[config.mk]
export PLATFORM = sky130hd
export DESIGN_NAME = adaptive_length_segmentation
export DESIGN_NICKNAME = d
export VERILOG_FILES = /design/src/hdl/alsg_pkg.sv /design/src/hdl/alsg_ram.sv /design/src/hdl/alsg_div.sv /design/src/hdl/alsg_ctrl.sv /design/src/hdl/alsg_dp.sv /design/src/hdl/adaptive_length_segmentation.sv
export VERILOG_INCLUDE_DIRS = /design/src /design/src/hdl
export SDC_FILE = /design/constraint.sdc
export NUM_CORES = 2
export LEC_CHECK = 0
export BUFFER_PORTS_ARGS = -buffer_cell sky130_fd_sc_hd__buf_2
export CAP_MARGIN = 20
export CORE_ASPECT_RATIO = 1.75
export CORE_MARGIN = 8
export CORE_UTILIZATION = 60
export CTS_BUF_LIST = sky130_fd_sc_hd__clkbuf_8
export DETAILED_ROUTE_END_ITERATION = 8
export PLACE_DENSITY = 0.79
export SYNTH_ARGS = -nofsm -noshare
export SYNTH_HDL_FRONTEND = slang
export SYNTH_SLANG_ARGS = --single-unit
[constraint.sdc]
create_clock -name clk -period 8.1 [get_ports clk]
set_input_delay 0.81 -clock clk [delete_from_list [all_inputs] [get_ports clk]]
set_output_delay 0.81 -clock clk [all_outputs]
set_load 0.1 [all_outputs]
[src/hdl/assert_macros.svh]
// Assertion macros shared by the segmentation block.
// Needs clk and rst in the scope of the module that uses them.
`ifndef ASSERT_MACROS_SVH
`define ASSERT_MACROS_SVH
// same-cycle implication
`define ALS_ASSERT_IMPL(name, ante, cons) \
  name: assert property (@(posedge clk) disable iff (rst) (ante) |-> (cons)) \
    else $error("alsg: same-cycle check failed");
// next-cycle implication
`define ALS_ASSERT_NEXT(name, ante, cons) \
  name: assert property (@(posedge clk) disable iff (rst) (ante) |=> (cons)) \
    else $error("alsg: next-cycle check failed");
`endif

[src/hdl/alsg_pkg.sv]
// Package for adaptive_length_segmentation: widths, register codes,
// controller states and the command/status bundles. No dependencies.
package alsg_pkg;
  localparam int LEN_W      = 11;
  localparam int MINL_W     = 10;
  localparam int SER_W      = 24;
  localparam int TGT_W      = 5;
  localparam int IDX_W      = 4;
  localparam int COV_W      = 5;
  localparam int WGT_W      = 48;
  localparam int CFG_IDX_W  = 3;
  localparam int CFG_DATA_W = 24;

  localparam int DEF_MAX_LEN      = 1024;
  localparam int DEF_MAX_SEGMENTS = 16;

  typedef enum logic [CFG_IDX_W-1:0] {
    REG_ADAPTIVE_MODE  = 3'd0,
    REG_MIN_LENGTH     = 3'd1,
    REG_MAX_LENGTH     = 3'd2,
    REG_SERIES_LENGTH  = 3'd3,
    REG_SEGMENT_TARGET = 3'd4
  } cfg_reg_t;

  typedef enum logic [3:0] {
    S_IDLE,
    S_CHECK,
    S_DIV_START,
    S_DIV_WAIT,
    S_UFILL,
    S_WSUM,
    S_SCAN,
    S_FINAL,
    S_SRD,
    S_SCMP,
    S_OUT
  } state_t;

  typedef struct packed {
    logic load_item;
    logic prep;
    logic div_start;
    logic ufill_step;
    logic wsum_step;
    logic scan_step;
    logic final_write;
    logic set_valid;
    logic search_init;
    logic search_step;
    logic out_load;
  } cmd_t;

  typedef struct packed {
    logic table_valid;
    logic adaptive;
    logic div_busy;
    logic div_done;
    logic ufill_last;
    logic wsum_last;
    logic scan_cut;
    logic scan_final;
    logic go_on;
    logic out_free;
  } sts_t;
endpackage

[src/hdl/alsg_ram.sv]
// Generic single-write, single-read RAM with registered read data.
// No dependencies.
module alsg_ram #(
  parameter int WIDTH = 11,
  parameter int DEPTH = 16
) (
  input  logic                     clk,
  input  logic                     wr_en,
  input  logic [$clog2(DEPTH)-1:0] wr_addr,
  input  logic [WIDTH-1:0]         wr_data,
  input  logic [$clog2(DEPTH)-1:0] rd_addr,
  output logic [WIDTH-1:0]         rd_data
);
  logic [WIDTH-1:0] mem [DEPTH];

  always_ff @(posedge clk) begin
    if (wr_en) begin
      mem[wr_addr] <= wr_data;
    end
    rd_data <= mem[rd_addr];
  end
endmodule

[src/hdl/alsg_div.sv]
// Restoring divider, one quotient bit per cycle, narrow divisor.
// No dependencies.
module alsg_div #(
  parameter int DW = 48,
  parameter int VW = 5
) (
  input  logic          clk,
  input  logic          rst,
  input  logic          start,
  input  logic [DW-1:0] dividend,
  input  logic [VW-1:0] divisor,
  output logic [DW-1:0] quotient,
  output logic          busy,
  output logic          done
);
  localparam int CW = $clog2(DW + 1);

  logic [VW-1:0] rem;
  logic [CW-1:0] cnt;
  logic [VW:0]   trial;
  logic          fits;

  assign trial = {rem, quotient[DW-1]};
  assign fits  = trial >= {1'b0, divisor};

  always_ff @(posedge clk) begin
    if (rst) begin
      busy <= 1'b0;
      done <= 1'b0;
      cnt  <= '0;
    end else begin
      done <= 1'b0;
      if (start) begin
        busy <= 1'b1;
        cnt  <= CW'(DW);
      end else if (busy) begin
        cnt <= cnt - 1'b1;
        if (cnt == CW'(1)) begin
          busy <= 1'b0;
          done <= 1'b1;
        end
      end
    end
  end

  always_ff @(posedge clk) begin
    if (start) begin
      quotient <= dividend;
      rem      <= '0;
    end else if (busy) begin
      quotient <= {quotient[DW-2:0], fits};
      rem      <= fits ? VW'(trial - {1'b0, divisor}) : VW'(trial);
    end
  end
endmodule

[src/hdl/alsg_ctrl.sv]
// Controller for the segmentation block: table rebuild and query sequence.
// Depends on alsg_pkg and assert_macros.svh.
`include "assert_macros.svh"
module alsg_ctrl (
  input  logic          clk,
  input  logic          rst,
  input  logic          in_valid,
  output logic          in_stall,
  input  alsg_pkg::sts_t sts,
  output alsg_pkg::cmd_t cmd
);
  import alsg_pkg::*;

  state_t state, state_next;

  always_ff @(posedge clk) begin
    if (rst) begin
      state <= S_IDLE;
    end else begin
      state <= state_next;
    end
  end

  always_comb begin
    state_next = state;
    cmd        = '0;
    in_stall   = 1'b1;
    case (state)
      S_IDLE: begin
        in_stall = 1'b0;
        if (in_valid) begin
          cmd.load_item = 1'b1;
          state_next    = S_CHECK;
        end
      end
      S_CHECK: begin
        if (sts.table_valid) begin
          cmd.search_init = 1'b1;
          state_next      = S_SRD;
        end else begin
          cmd.prep   = 1'b1;
          state_next = sts.adaptive ? S_WSUM : S_DIV_START;
        end
      end
      S_WSUM: begin
        cmd.wsum_step = 1'b1;
        if (sts.wsum_last) begin
          state_next = S_DIV_START;
        end
      end
      S_DIV_START: begin
        cmd.div_start = 1'b1;
        state_next    = S_DIV_WAIT;
      end
      S_DIV_WAIT: begin
        if (sts.div_done) begin
          state_next = sts.adaptive ? S_SCAN : S_UFILL;
        end
      end
      S_UFILL: begin
        cmd.ufill_step = 1'b1;
        if (sts.ufill_last) begin
          cmd.set_valid   = 1'b1;
          cmd.search_init = 1'b1;
          state_next      = S_SRD;
        end
      end
      S_SCAN: begin
        cmd.scan_step = 1'b1;
        if (sts.scan_final) begin
          state_next = S_FINAL;
        end else if (sts.scan_cut) begin
          state_next = S_DIV_START;
        end
      end
      S_FINAL: begin
        cmd.final_write = 1'b1;
        cmd.set_valid   = 1'b1;
        cmd.search_init = 1'b1;
        state_next      = S_SRD;
      end
      S_SRD: begin
        state_next = S_SCMP;
      end
      S_SCMP: begin
        cmd.search_step = 1'b1;
        state_next      = sts.go_on ? S_SRD : S_OUT;
      end
      S_OUT: begin
        if (sts.out_free) begin
          cmd.out_load = 1'b1;
          state_next   = S_IDLE;
        end
      end
      default: begin
        state_next = S_IDLE;
      end
    endcase
  end

  `ALS_ASSERT_NEXT(a_accept_to_check, in_valid && !in_stall, state == S_CHECK)
  `ALS_ASSERT_IMPL(a_search_on_valid_table, state == S_SRD, sts.table_valid)
  `ALS_ASSERT_IMPL(a_scan_divider_idle, state == S_SCAN, !sts.div_busy)
endmodule

[src/hdl/alsg_dp.sv]
// Datapath: configuration registers, weight sums, segment tables, search
// and output register. Depends on alsg_pkg, alsg_div and alsg_ram.
module alsg_dp #(
  parameter int MAX_LEN      = alsg_pkg::DEF_MAX_LEN,
  parameter int MAX_SEGMENTS = alsg_pkg::DEF_MAX_SEGMENTS
) (
  input  logic                              clk,
  input  logic                              rst,
  input  logic                              cfg_valid,
  input  logic [alsg_pkg::CFG_IDX_W-1:0]    cfg_index,
  input  logic [alsg_pkg::CFG_DATA_W-1:0]   cfg_data,
  input  logic [alsg_pkg::LEN_W-1:0]        query_length,
  input  logic [alsg_pkg::IDX_W-1:0]        segment_index,
  output logic                              out_valid,
  input  logic                              out_stall,
  output logic [alsg_pkg::COV_W-1:0]        segments_covered,
  output logic [alsg_pkg::LEN_W-1:0]        segment_length,
  output logic                              index_invalid,
  input  alsg_pkg::cmd_t                    cmd,
  output alsg_pkg::sts_t                    sts
);
  import alsg_pkg::*;

  localparam int SCW     = $clog2(MAX_SEGMENTS + 1);
  localparam int IW      = $clog2(MAX_SEGMENTS);
  localparam int TGT_RST = (MAX_SEGMENTS < 8) ? MAX_SEGMENTS : 8;

  // configuration
  logic              adaptive_mode;
  logic [MINL_W-1:0] min_length;
  logic [LEN_W-1:0]  max_length;
  logic [SER_W-1:0]  series_length;
  logic [TGT_W-1:0]  segment_target;
  logic              table_valid;
  logic              cfg_hit;
  logic [TGT_W-1:0]  tgt_wr;

  // rebuild state
  logic              mode;
  logic [LEN_W-1:0]  emax, emin;
  logic [SER_W-1:0]  ser;
  logic [SCW-1:0]    tgt, remaining, n, count, lb, cov;
  logic [LEN_W-1:0]  l, end_acc, ulen;
  logic [LEN_W:0]    start;
  logic [WGT_W-1:0]  p, total, acc;

  // query
  logic [LEN_W-1:0]  q;
  logic [IDX_W-1:0]  idx;

  logic [LEN_W-1:0]  emax_c, emin_c, len_u, q_c, end_rd, len_rd;
  logic [SER_W-1:0]  ser_c;
  logic [WGT_W-1:0]  step_w, p_inc, acc_sum, goal;
  logic              cut, le, go_on, invalid;
  logic [SCW-1:0]    cov_c;

  logic              wr_en;
  logic [IW-1:0]     wr_addr;
  logic [LEN_W-1:0]  wr_end, wr_len;

  logic              div_busy, div_done;
  logic [WGT_W-1:0]  div_dividend;
  logic [SCW-1:0]    div_divisor;

  assign tgt_wr = TGT_W'(cfg_data);

  always_comb begin
    cfg_hit = 1'b0;
    case (cfg_index)
      REG_ADAPTIVE_MODE, REG_MIN_LENGTH, REG_MAX_LENGTH, REG_SERIES_LENGTH: begin
        cfg_hit = 1'b1;
      end
      REG_SEGMENT_TARGET: begin
        cfg_hit = (tgt_wr >= TGT_W'(2)) && (int'(tgt_wr) <= MAX_SEGMENTS);
      end
      default: begin
        cfg_hit = 1'b0;
      end
    endcase
  end

  always_ff @(posedge clk) begin
    if (rst) begin
      adaptive_mode  <= 1'b1;
      min_length     <= MINL_W'(1);
      max_length     <= LEN_W'(1024);
      series_length  <= SER_W'(1024);
      segment_target <= TGT_W'(TGT_RST);
      table_valid    <= 1'b0;
    end else begin
      if (cfg_valid && cfg_hit) begin
        table_valid <= 1'b0;
        case (cfg_index)
          REG_ADAPTIVE_MODE:  adaptive_mode  <= cfg_data[0];
          REG_MIN_LENGTH:     min_length     <= MINL_W'(cfg_data);
          REG_MAX_LENGTH:     max_length     <= LEN_W'(cfg_data);
          REG_SERIES_LENGTH:  series_length  <= SER_W'(cfg_data);
          REG_SEGMENT_TARGET: segment_target <= tgt_wr;
          default: begin
          end
        endcase
      end else if (cmd.set_valid) begin
        table_valid <= 1'b1;
      end
    end
  end

  // clamped bounds
  always_comb begin
    emax_c = max_length;
    if (max_length < LEN_W'(2)) emax_c = LEN_W'(2);
    if (int'(max_length) > MAX_LEN) emax_c = LEN_W'(MAX_LEN);
    emin_c = (min_length == '0) ? LEN_W'(1) : LEN_W'(min_length);
    if (emin_c >= emax_c) emin_c = emax_c - 1'b1;
    ser_c = (series_length < SER_W'(emax_c)) ? SER_W'(emax_c) : series_length;
  end

  assign step_w  = WGT_W'(ser) + WGT_W'(1) - WGT_W'(l);
  assign p_inc   = (l >= emin) ? p + step_w : p;
  assign acc_sum = acc + p;
  assign cut     = acc_sum >= goal;
  assign len_u   = LEN_W'(goal);
  assign q_c     = (q > emax) ? emax : q;
  assign le      = end_rd <= q_c;

  always_comb begin
    if (mode) begin
      go_on = ((lb + 1'b1) < count) && (end_rd < q_c);
      cov_c = (end_rd == q_c) ? lb + 1'b1 : lb;
    end else begin
      go_on = le && ((lb + 1'b1) < count);
      cov_c = (ulen == '0) ? '0 : (le ? lb + 1'b1 : lb);
    end
  end

  always_ff @(posedge clk) begin
    if (cmd.load_item) begin
      q   <= query_length;
      idx <= segment_index;
    end
    if (cmd.prep) begin
      mode      <= adaptive_mode;
      emax      <= emax_c;
      emin      <= emin_c;
      ser       <= ser_c;
      tgt       <= SCW'(segment_target);
      remaining <= SCW'(segment_target);
      l         <= emax_c;
      p         <= '0;
      total     <= '0;
      acc       <= '0;
      n         <= '0;
      start     <= (LEN_W+1)'(1);
      end_acc   <= '0;
    end
    if (cmd.wsum_step) begin
      p     <= p_inc;
      total <= total + p_inc;
      l     <= (l == LEN_W'(1)) ? LEN_W'(1) : l - 1'b1;
    end
    if (cmd.ufill_step) begin
      end_acc <= end_acc + len_u;
      n       <= n + 1'b1;
      if (sts.ufill_last) begin
        count <= tgt;
        ulen  <= len_u;
      end
    end
    if (cmd.scan_step) begin
      total <= total - p;
      if (l >= emin) p <= p - step_w;
      l <= l + 1'b1;
      if (cut) begin
        acc       <= '0;
        n         <= n + 1'b1;
        start     <= {1'b0, l} + 1'b1;
        remaining <= remaining - 1'b1;
      end else begin
        acc <= acc_sum;
      end
    end
    if (cmd.final_write) begin
      count <= n + 1'b1;
    end
    if (cmd.search_init) begin
      lb <= '0;
    end
    if (cmd.search_step) begin
      cov <= cov_c;
      if (go_on) lb <= lb + 1'b1;
    end
  end

  // table write port
  always_comb begin
    wr_en   = 1'b0;
    wr_addr = IW'(n);
    wr_end  = l;
    wr_len  = LEN_W'({1'b0, l} - start + 1'b1);
    if (cmd.ufill_step) begin
      wr_en  = 1'b1;
      wr_end = end_acc + len_u;
      wr_len = len_u;
    end else if (cmd.scan_step) begin
      wr_en = cut;
    end else if (cmd.final_write) begin
      wr_en  = 1'b1;
      wr_end = emax;
      wr_len = LEN_W'({1'b0, emax} - start + 1'b1);
    end
  end

  assign div_dividend = mode ? total : WGT_W'(emax);
  assign div_divisor  = mode ? remaining : tgt;

  alsg_div #(.DW(WGT_W), .VW(SCW)) u_div (
    .clk      (clk),
    .rst      (rst),
    .start    (cmd.div_start),
    .dividend (div_dividend),
    .divisor  (div_divisor),
    .quotient (goal),
    .busy     (div_busy),
    .done     (div_done)
  );

  alsg_ram #(.WIDTH(LEN_W), .DEPTH(MAX_SEGMENTS)) u_end_ram (
    .clk     (clk),
    .wr_en   (wr_en),
    .wr_addr (wr_addr),
    .wr_data (wr_end),
    .rd_addr (IW'(lb)),
    .rd_data (end_rd)
  );

  alsg_ram #(.WIDTH(LEN_W), .DEPTH(MAX_SEGMENTS)) u_len_ram (
    .clk     (clk),
    .wr_en   (wr_en),
    .wr_addr (wr_addr),
    .wr_data (wr_len),
    .rd_addr (IW'(idx)),
    .rd_data (len_rd)
  );

  assign invalid = int'(idx) >= int'(count);

  always_ff @(posedge clk) begin
    if (rst) begin
      out_valid <= 1'b0;
    end else if (cmd.out_load) begin
      out_valid <= 1'b1;
    end else if (!out_stall) begin
      out_valid <= 1'b0;
    end
  end

  always_ff @(posedge clk) begin
    if (cmd.out_load) begin
      segments_covered <= COV_W'(cov);
      segment_length   <= invalid ? '0 : len_rd;
      index_invalid    <= invalid;
    end
  end

  assign sts.table_valid = table_valid;
  assign sts.adaptive    = cmd.prep ? adaptive_mode : mode;
  assign sts.div_busy    = div_busy;
  assign sts.div_done    = div_done;
  assign sts.ufill_last  = (n == tgt - 1'b1);
  assign sts.wsum_last   = (l == LEN_W'(1));
  assign sts.scan_cut    = cut;
  assign sts.scan_final  = (l == emax) || (cut && (remaining == SCW'(2)));
  assign sts.go_on       = go_on;
  assign sts.out_free    = !out_valid || !out_stall;
endmodule

[src/hdl/adaptive_length_segmentation.sv]
// Top level: alsg_ctrl and alsg_dp joined by command/status; needs alsg_pkg.
// A query checks the table, then reads and compares segment ends (at most count),
// then loads the result once the output is free; one query in flight, the next
// request is taken once the controller is back in idle. After reset or an accepted
// register write, the first query rebuilds the table (48-bit serial divider).
// Synchronous reset restores register defaults, marks table stale.
module adaptive_length_segmentation #(
  parameter int MAX_LEN      = alsg_pkg::DEF_MAX_LEN,
  parameter int MAX_SEGMENTS = alsg_pkg::DEF_MAX_SEGMENTS
) (
  input  logic                            clk,
  input  logic                            rst,
  input  logic                            cfg_valid,
  output logic                            cfg_ready,
  input  logic [alsg_pkg::CFG_IDX_W-1:0]  cfg_index,
  input  logic [alsg_pkg::CFG_DATA_W-1:0] cfg_data,
  input  logic                            in_valid,
  output logic                            in_stall,
  input  logic [alsg_pkg::LEN_W-1:0]      query_length,
  input  logic [alsg_pkg::IDX_W-1:0]      segment_index,
  output logic                            out_valid,
  input  logic                            out_stall,
  output logic [alsg_pkg::COV_W-1:0]      segments_covered,
  output logic [alsg_pkg::LEN_W-1:0]      segment_length,
  output logic                            index_invalid
);
  import alsg_pkg::*;

  cmd_t cmd;
  sts_t sts;

  assign cfg_ready = 1'b1;

  alsg_ctrl u_ctrl (
    .clk      (clk),
    .rst      (rst),
    .in_valid (in_valid),
    .in_stall (in_stall),
    .sts      (sts),
    .cmd      (cmd)
  );

  alsg_dp #(.MAX_LEN(MAX_LEN), .MAX_SEGMENTS(MAX_SEGMENTS)) u_dp (
    .clk              (clk),
    .rst              (rst),
    .cfg_valid        (cfg_valid && cfg_ready),
    .cfg_index        (cfg_index),
    .cfg_data         (cfg_data),
    .query_length     (query_length),
    .segment_index    (segment_index),
    .out_valid        (out_valid),
    .out_stall        (out_stall),
    .segments_covered (segments_covered),
    .segment_length   (segment_length),
    .index_invalid    (index_invalid),
    .cmd              (cmd),
    .sts              (sts)
  );
endmodule
Word-level counts from Yosys, hierarchy flattened. Memories as Yosys holds them, arrays and structs flattened. A register that Yosys moved wholly into a read port is not among the register bits. Index checks and enable logic that the tools add are counted.

Bitwise operators: 1. $lt $le $gt $ge: 14. Reduce and logical (&&, ||, !) cells: 31. $add $sub $neg: 22. Mux-type cells: 98. Equal/unequal tests: 27.

Operator list (count): 2-to-1 mux 48 bit (13); 2-to-1 mux 11 bit (17); adder 48 bit (3); subtractor 48 bit (2); 2-to-1 mux 5 bit (19); >= comparator 48 bit (1); subtractor 48 x 11 -> 48 bit (1); case mux 4 bit (11 select lines) (1); 2-to-1 mux 12 bit (3); adder 11 x 1 -> 11 bit (second input constant) (3); 2-to-1 mux 4 bit (8); 2-to-1 mux 1 bit (27); adder 24 x 1 -> 25 bit (second input constant) (1); < comparator 24 x 11 -> 1 bit (1); == test 11 bit (2); >= comparator 11 bit (2); subtractor 11 x 1 -> 11 bit (second input constant) (2); subtractor 11 bit (2); == test 4 x 3 -> 1 bit (second input constant) (4); AND reduction 2 bit (7); adder 11 x 1 -> 12 bit (second input constant) (1); == test 4 bit (second input constant) (3); 2-to-1 mux 6 bit (2); adder 11 bit (1); other kinds (45) (67).

Bits in writable memories: 352. Output and inout bits: 20. Memories kept: 2. Register bits: 416.

Memory list: u_dp.u_end_ram.mem (words 16, bits a word 11, rd ports 1, clocked after Yosys merged registers in 1, write ports 1, RTL line alsg_ram.sv:14) `logic [WIDTH-1:0] mem [DEPTH];`; u_dp.u_len_ram.mem (words 16, bits a word 11, rd ports 1, clocked after Yosys merged registers in 1, write ports 1, RTL line alsg_ram.sv:14).

Logic depth before layout (Yosys ltp).
Word-level depth: 7. Mapped depth: 38. Mapped depth without buffers: 37.

Cells and area by module. A second synthesis with hierarchy kept.

Cells, all modules: 5003. Area total of the unflattened synthesis: 51458.1 µm².

By module, submodules not included: alsg_dp (area each 34021.4 µm², times used 1, cells each 4121); alsg_ram (u_dp.u_end_ram) (area each 7039.3 µm², times used 1, cells each 305); alsg_ram (u_dp.u_len_ram) (area each 6998.0 µm², times used 1, cells each 305); alsg_div (area each 2803.9 µm², times used 1, cells each 196); alsg_ctrl (area each 584.3 µm², times used 1, cells each 74); adaptive_length_segmentation (area each 11.3 µm², times used 1, cells each 2).

Worst setup path after synthesis. OpenSTA, ideal clock, no wires.

Path kind: flip-flop to flip-flop. From: register u_dp.l[2]. To: register u_dp.total[47] (data pin). Required time: 7.834 ns. Arrival: 7.869 ns. Buffers on the path: 3. Path slack: -0.035 ns. Cell stages (with the launch flop): 39. Clock period less this slack: 8.135 ns. Setup time: 0.266 ns. Path through: edfxtp_1 clkbuf_1 inv_1 ha_1 nor2b_1 o21ai_0 a21boi_0 o21ai_0 a21boi_0 o21ai_0 a21boi_0 or3_1 a211o_1 or2_2 xor2_1 ha_1 clkbuf_1 nand3_1 [... 3 more ...] a211o_1 a21oi_1 o31a_1 xnor2_1 mux2_2 ha_1 clkbuf_1 a21o_1 a21oi_1 o21bai_1 a21o_1 a21o_1 a21o_1 a221o_1 a31oi_1 xnor2_1 xnor2_1 o2bb2ai_1.

Word-level cells in the longest chain between the ends: 6.

RTL lines: from (decl) (RTL line alsg_dp.sv:43) `logic [LEN_W-1:0] l, end_acc, ulen;`; from (signal assigned) (RTL line alsg_dp.sv:148) `l <= emax_c;`; from (signal assigned) (RTL line alsg_dp.sv:159) `l <= (l == LEN_W'(1)) ? LEN_W'(1) : l - 1'b1;`; from (signal assigned) (RTL line alsg_dp.sv:172) `l <= l + 1'b1;`; subtractor 48 x 11 -> 48 bit (RTL line alsg_dp.sv:118) `assign step_w = WGT_W'(ser) + WGT_W'(1) - WGT_W'(l);`; adder 48 bit (RTL line alsg_dp.sv:119) `assign p_inc = (l >= emin) ? p + step_w : p;`; 2-to-1 mux 48 bit * (RTL line alsg_dp.sv:119); adder 48 bit * (RTL line alsg_dp.sv:158) `total <= total + p_inc;`; 2-to-1 mux 48 bit * (RTL line alsg_dp.sv:156) `if (cmd.wsum_step) begin`; 2-to-1 mux 48 bit * (RTL line alsg_dp.sv:169) `if (cmd.scan_step) begin`; to (signal assigned) (RTL line alsg_dp.sv:158); to (signal assigned) (RTL line alsg_dp.sv:170) `total <= total - p;`; to (decl) (RTL line alsg_dp.sv:45) `logic [WGT_W-1:0] p, total, acc;`.

Mark *: on every way between the ends. The rest lies on a longest branch, timed or not. A chain may end at the register's enable or synchronous reset.

Final worst setup path.
From: register u_dp.ser[1]. To: register u_dp.total[43] (data pin).

Word-level cells in the longest chain between the ends: 7.

RTL lines: from (decl) (RTL line alsg_dp.sv:41) `logic [SER_W-1:0] ser;`; from (signal assigned) (RTL line alsg_dp.sv:145) `ser <= ser_c;`; adder 24 x 1 -> 25 bit (RTL line alsg_dp.sv:118); subtractor 48 x 11 -> 48 bit (RTL line alsg_dp.sv:118); adder 48 bit (RTL line alsg_dp.sv:119); 2-to-1 mux 48 bit (RTL line alsg_dp.sv:119); adder 48 bit (RTL line alsg_dp.sv:158); 2-to-1 mux 48 bit (RTL line alsg_dp.sv:156); 2-to-1 mux 48 bit (RTL line alsg_dp.sv:169).

Every way passes these cells.

==> reports/qor.yml <==
status:
  status: "completed"
sta:
  period_needed_ns: 7.94
  rsz0062_at_grt: "true"
  fin_skew_ns: 0.0784
  max_slew_margin_pct: 19.9
  slew_viol_final: 0
  finalSetupViolations: 0
  hold_viol: 0
  fin_crit_sh_pct: 98.0
  max_freq_mhz: 126
  tightestPinTransition_ns: 1.19
global_routing:
  grt_pass1_wl_um: 246000
  antenna_found_initial: 18
  grt_pass1_vias: 42100
  grt_usage_pct: 35.0
  grt_overflow: 0
  grt_start_max_net_pins: 101
drt:
  drt_iter0_markers: 3273
  routed_wl_um: 167000
  wl_per_cell_um: 26.9
  drcViolationCount: 0
  ant_nets: 0
  firstDrtPassIters: 8
  dr_total_vias: 41000
  vias_per_cell: 6.59
worst_setup_path:
  rr_startpoint: "u_dp.ser[1]$_DFFE_PP_"
  crit_required_ns: 8.69
  cp_max_fo: 5
  r2r_cells: 34
  endpoint_kind: "flip-flop"
  cpMaxStageDelayCell: "a2111oi_4"
  critPathKind: "reg2reg"
  regToRegSetupSlack_ns: 0.16
  cp.arrival_ns: 8.53
  cpPeakStageDelay_ns: 0.43
  startpoint_type: "flip-flop"
  reg2reg_to: "u_dp.total[43]$_DFFE_PP_"
synth:
  ys_types: 90
  async_flop_share_pct: 0
  avgSynthCellArea_sq_um: 10.3
  synthCells: 4865
  synth_flop_cell: "edfxtp_1"
  synth_area_sq_mm: 0.0502
  ys_ff_latch: 789
  synth_fp_nets: 5347
  synth.yosys.warnings: 0
  synth_edf_count: 622
  seq_area_frac_synth_pct: 43.9
final_layout:
  layout-drive-gt1-share_pct: 13.9
  final_util_pct: 66.8
  areaGrowthSynthToFinish_pct: 10.6
  final_nets: 5522
  fin_cells: 6213
clock_network:
  cts_root_buffer: "clkbuf_8"
  clkTransAtPathRegs_ns: 0.07
  clkLatencyLatePin_ns: 0.87
  cts_made_buffers: 109
  cts_buffer_depth: 3
  holdBufCountCts: 0
  cts.sinks: 789
  cts_tree: "done"
  htree_levels: 3
worst_hold_path:
  min_from: "segment_index[1]"
  hold_depth: 1
  hold_end: "u_dp.idx[1]$_DFFE_PP_"
  min_path_type: "in2reg"
floorplanning:
  die_w_um: 235
  die_h_um: 399
  ioPinCount: 67
  coreArea_sq_mm: 0.0830
  start_util_pct: 60.4
  num_rows: 140
  dieArea_sq_mm: 0.0935
run:
  cap_viol_max_count: 0
placement:
  dp_cells: 5983
  gp_congestion: 1.03
  hpwl_um: 123000
  io_buffers: 65
layout make-up:
cell class              count  area, sq um
inverters                 329         1240
flip-flops and latches    789        22000
diodes                     12         30.0
multi-input cells        3508        26300
repair buffers            303         2130
clock inverters            87          734
well taps                1065         1330
fillers                  6413        27500
clock buffers             120         1650
synthesized netlist by cell type (67+ instances only):
cell      instances  area [sq um]
dfxtp_1         167          3340
a21oi_1         432          2160
mux4_2          110          2480
o21ai_0         232          1160
nand2_1         347          1300
nor2_1          305          1140
inv_1           323          1210
edfxtp_1        622         18700
xor2_1           98           858
nand3_1         125           626
ha_1            425          5320
nand4_1          67           419
nor3_1           93           465
o21bai_1         70           526
nor2b_1          70           438
clkbuf_1        202           758
xnor2_1         221          1940
a21o_1          154          1160
critical path, delay by kind of cell, from the launching register on:
kind / cells / cell delay, ns
xor+xnor: 4 / 0.61
fa+ha+maj: 4 / 1.17
flops: 1 / 0.41
compound gates: 20 / 4.34
buf+inv: 1 / 0.12
simple gates: 5 / 1.06
worst max-delay path by stage:
stage                          startpoint                       end  slack (ns)
global route        u_dp.ser[1]$_DFFE_PP_  u_dp.total[47]$_DFFE_PP_       -0.13
global placement    u_dp.ser[1]$_DFFE_PP_  u_dp.total[47]$_DFFE_PP_        0.09
detailed placement  u_dp.ser[1]$_DFFE_PP_  u_dp.total[47]$_DFFE_PP_       -0.08
floorplan           u_dp.ser[0]$_DFFE_PP_  u_dp.total[47]$_DFFE_PP_        0.09
CTS                 u_dp.ser[1]$_DFFE_PP_  u_dp.total[47]$_DFFE_PP_        0.02
finish              u_dp.ser[1]$_DFFE_PP_  u_dp.total[43]$_DFFE_PP_        0.16
cell families after synthesis:
| group | Yosys count | synth area share (%) |
|---|---|---|
| AO/OA/AOI/OAI | 1330 | 16.9 |
| XOR/XNOR | 319 | 5.57 |
| adder cells (fa/ha/maj) | 435 | 11.0 |
| buffers and inverters | 568 | 4.29 |
| flip-flops | 789 | 43.9 |
| multiplexers | 179 | 6.38 |
| other | 1 | 0.00747 |
| AND/OR/NAND/NOR | 1244 | 12.0 |
metrics by stage:
stage                     cell area [sq um]  setup WS (ns)  setup TNS [ns]  hold WS, ns
after global placement                52700         0.0892               0        0.439
after detailed placement              52700        -0.0784          -0.169        0.442
after CTS                             55200         0.0189               0        0.107
final                                 55500          0.160               0        0.152
after global routing                  55500         -0.132          -0.530        0.116
after floorplan                       50200         0.0927               0        0.400
placed cells by master (no fill, tap or decap), types with 14 or more instances in the layout:
| cell type | instances |
|---|---|
| a211oi_1 | 46 |
| a21o_1 | 154 |
| a21oi_1 | 419 |
| a221o_1 | 22 |
| a22oi_1 | 14 |
| a31oi_1 | 46 |
| and2_1 | 22 |
| and3_1 | 64 |
| buf_2 | 65 |
| buf_4 | 235 |
| clkbuf_8 | 121 |
| clkinv_1 | 19 |
| clkinv_2 | 25 |
| dfxtp_1 | 164 |
| edfxtp_1 | 622 |
| ha_1 | 422 |
| inv_1 | 352 |
| mux2_2 | 25 |
| mux2i_1 | 42 |
| mux4_2 | 110 |
| nand2_1 | 344 |
| nand2b_1 | 34 |
| nand3_1 | 123 |
| nand4_1 | 67 |
| nor2_1 | 292 |
| nor2b_1 | 69 |
| nor3_1 | 86 |
| nor4_1 | 30 |
| o211ai_1 | 20 |
| o21a_1 | 47 |
| o21ai_0 | 225 |
| o21bai_1 | 69 |
| o22ai_1 | 48 |
| o31ai_1 | 29 |
| or3_1 | 24 |
| xnor2_1 | 219 |
| xor2_1 | 96 |
sequential cells by signal, indices dropped and copies added (netlist names), 24 cells and up:
register / flops
u_dp.acc: 48
u_dp.total: 48
u_dp.u_div.quotient: 48
u_dp.p: 48
u_dp.u_end_ram.mem: 176
u_dp.u_len_ram.mem: 176
u_dp.series_length: 24
u_dp.ser: 24
per-layer routing:
layer | wire (um) | track usage (%)
met5 | 74 | 0
met4 | 20800 | 36.6
met3 | 11000 | 7.32
met2 | 85200 | 63.8
met1 | 49800 | 30.7
what timing repair did:
item | CTS | global route
resized for setup | 6 | 48
setup buffers | 0 | 10
gates cloned | 0 | 0
pin swaps | 0 | 47
hold endpoints to repair | 0 | 0
setup endpoints to repair | 5 | 14
Power is left out: the tool's default activity adds up to more than one toggle a clock period on the data nets, which glitch-free logic cannot reach.
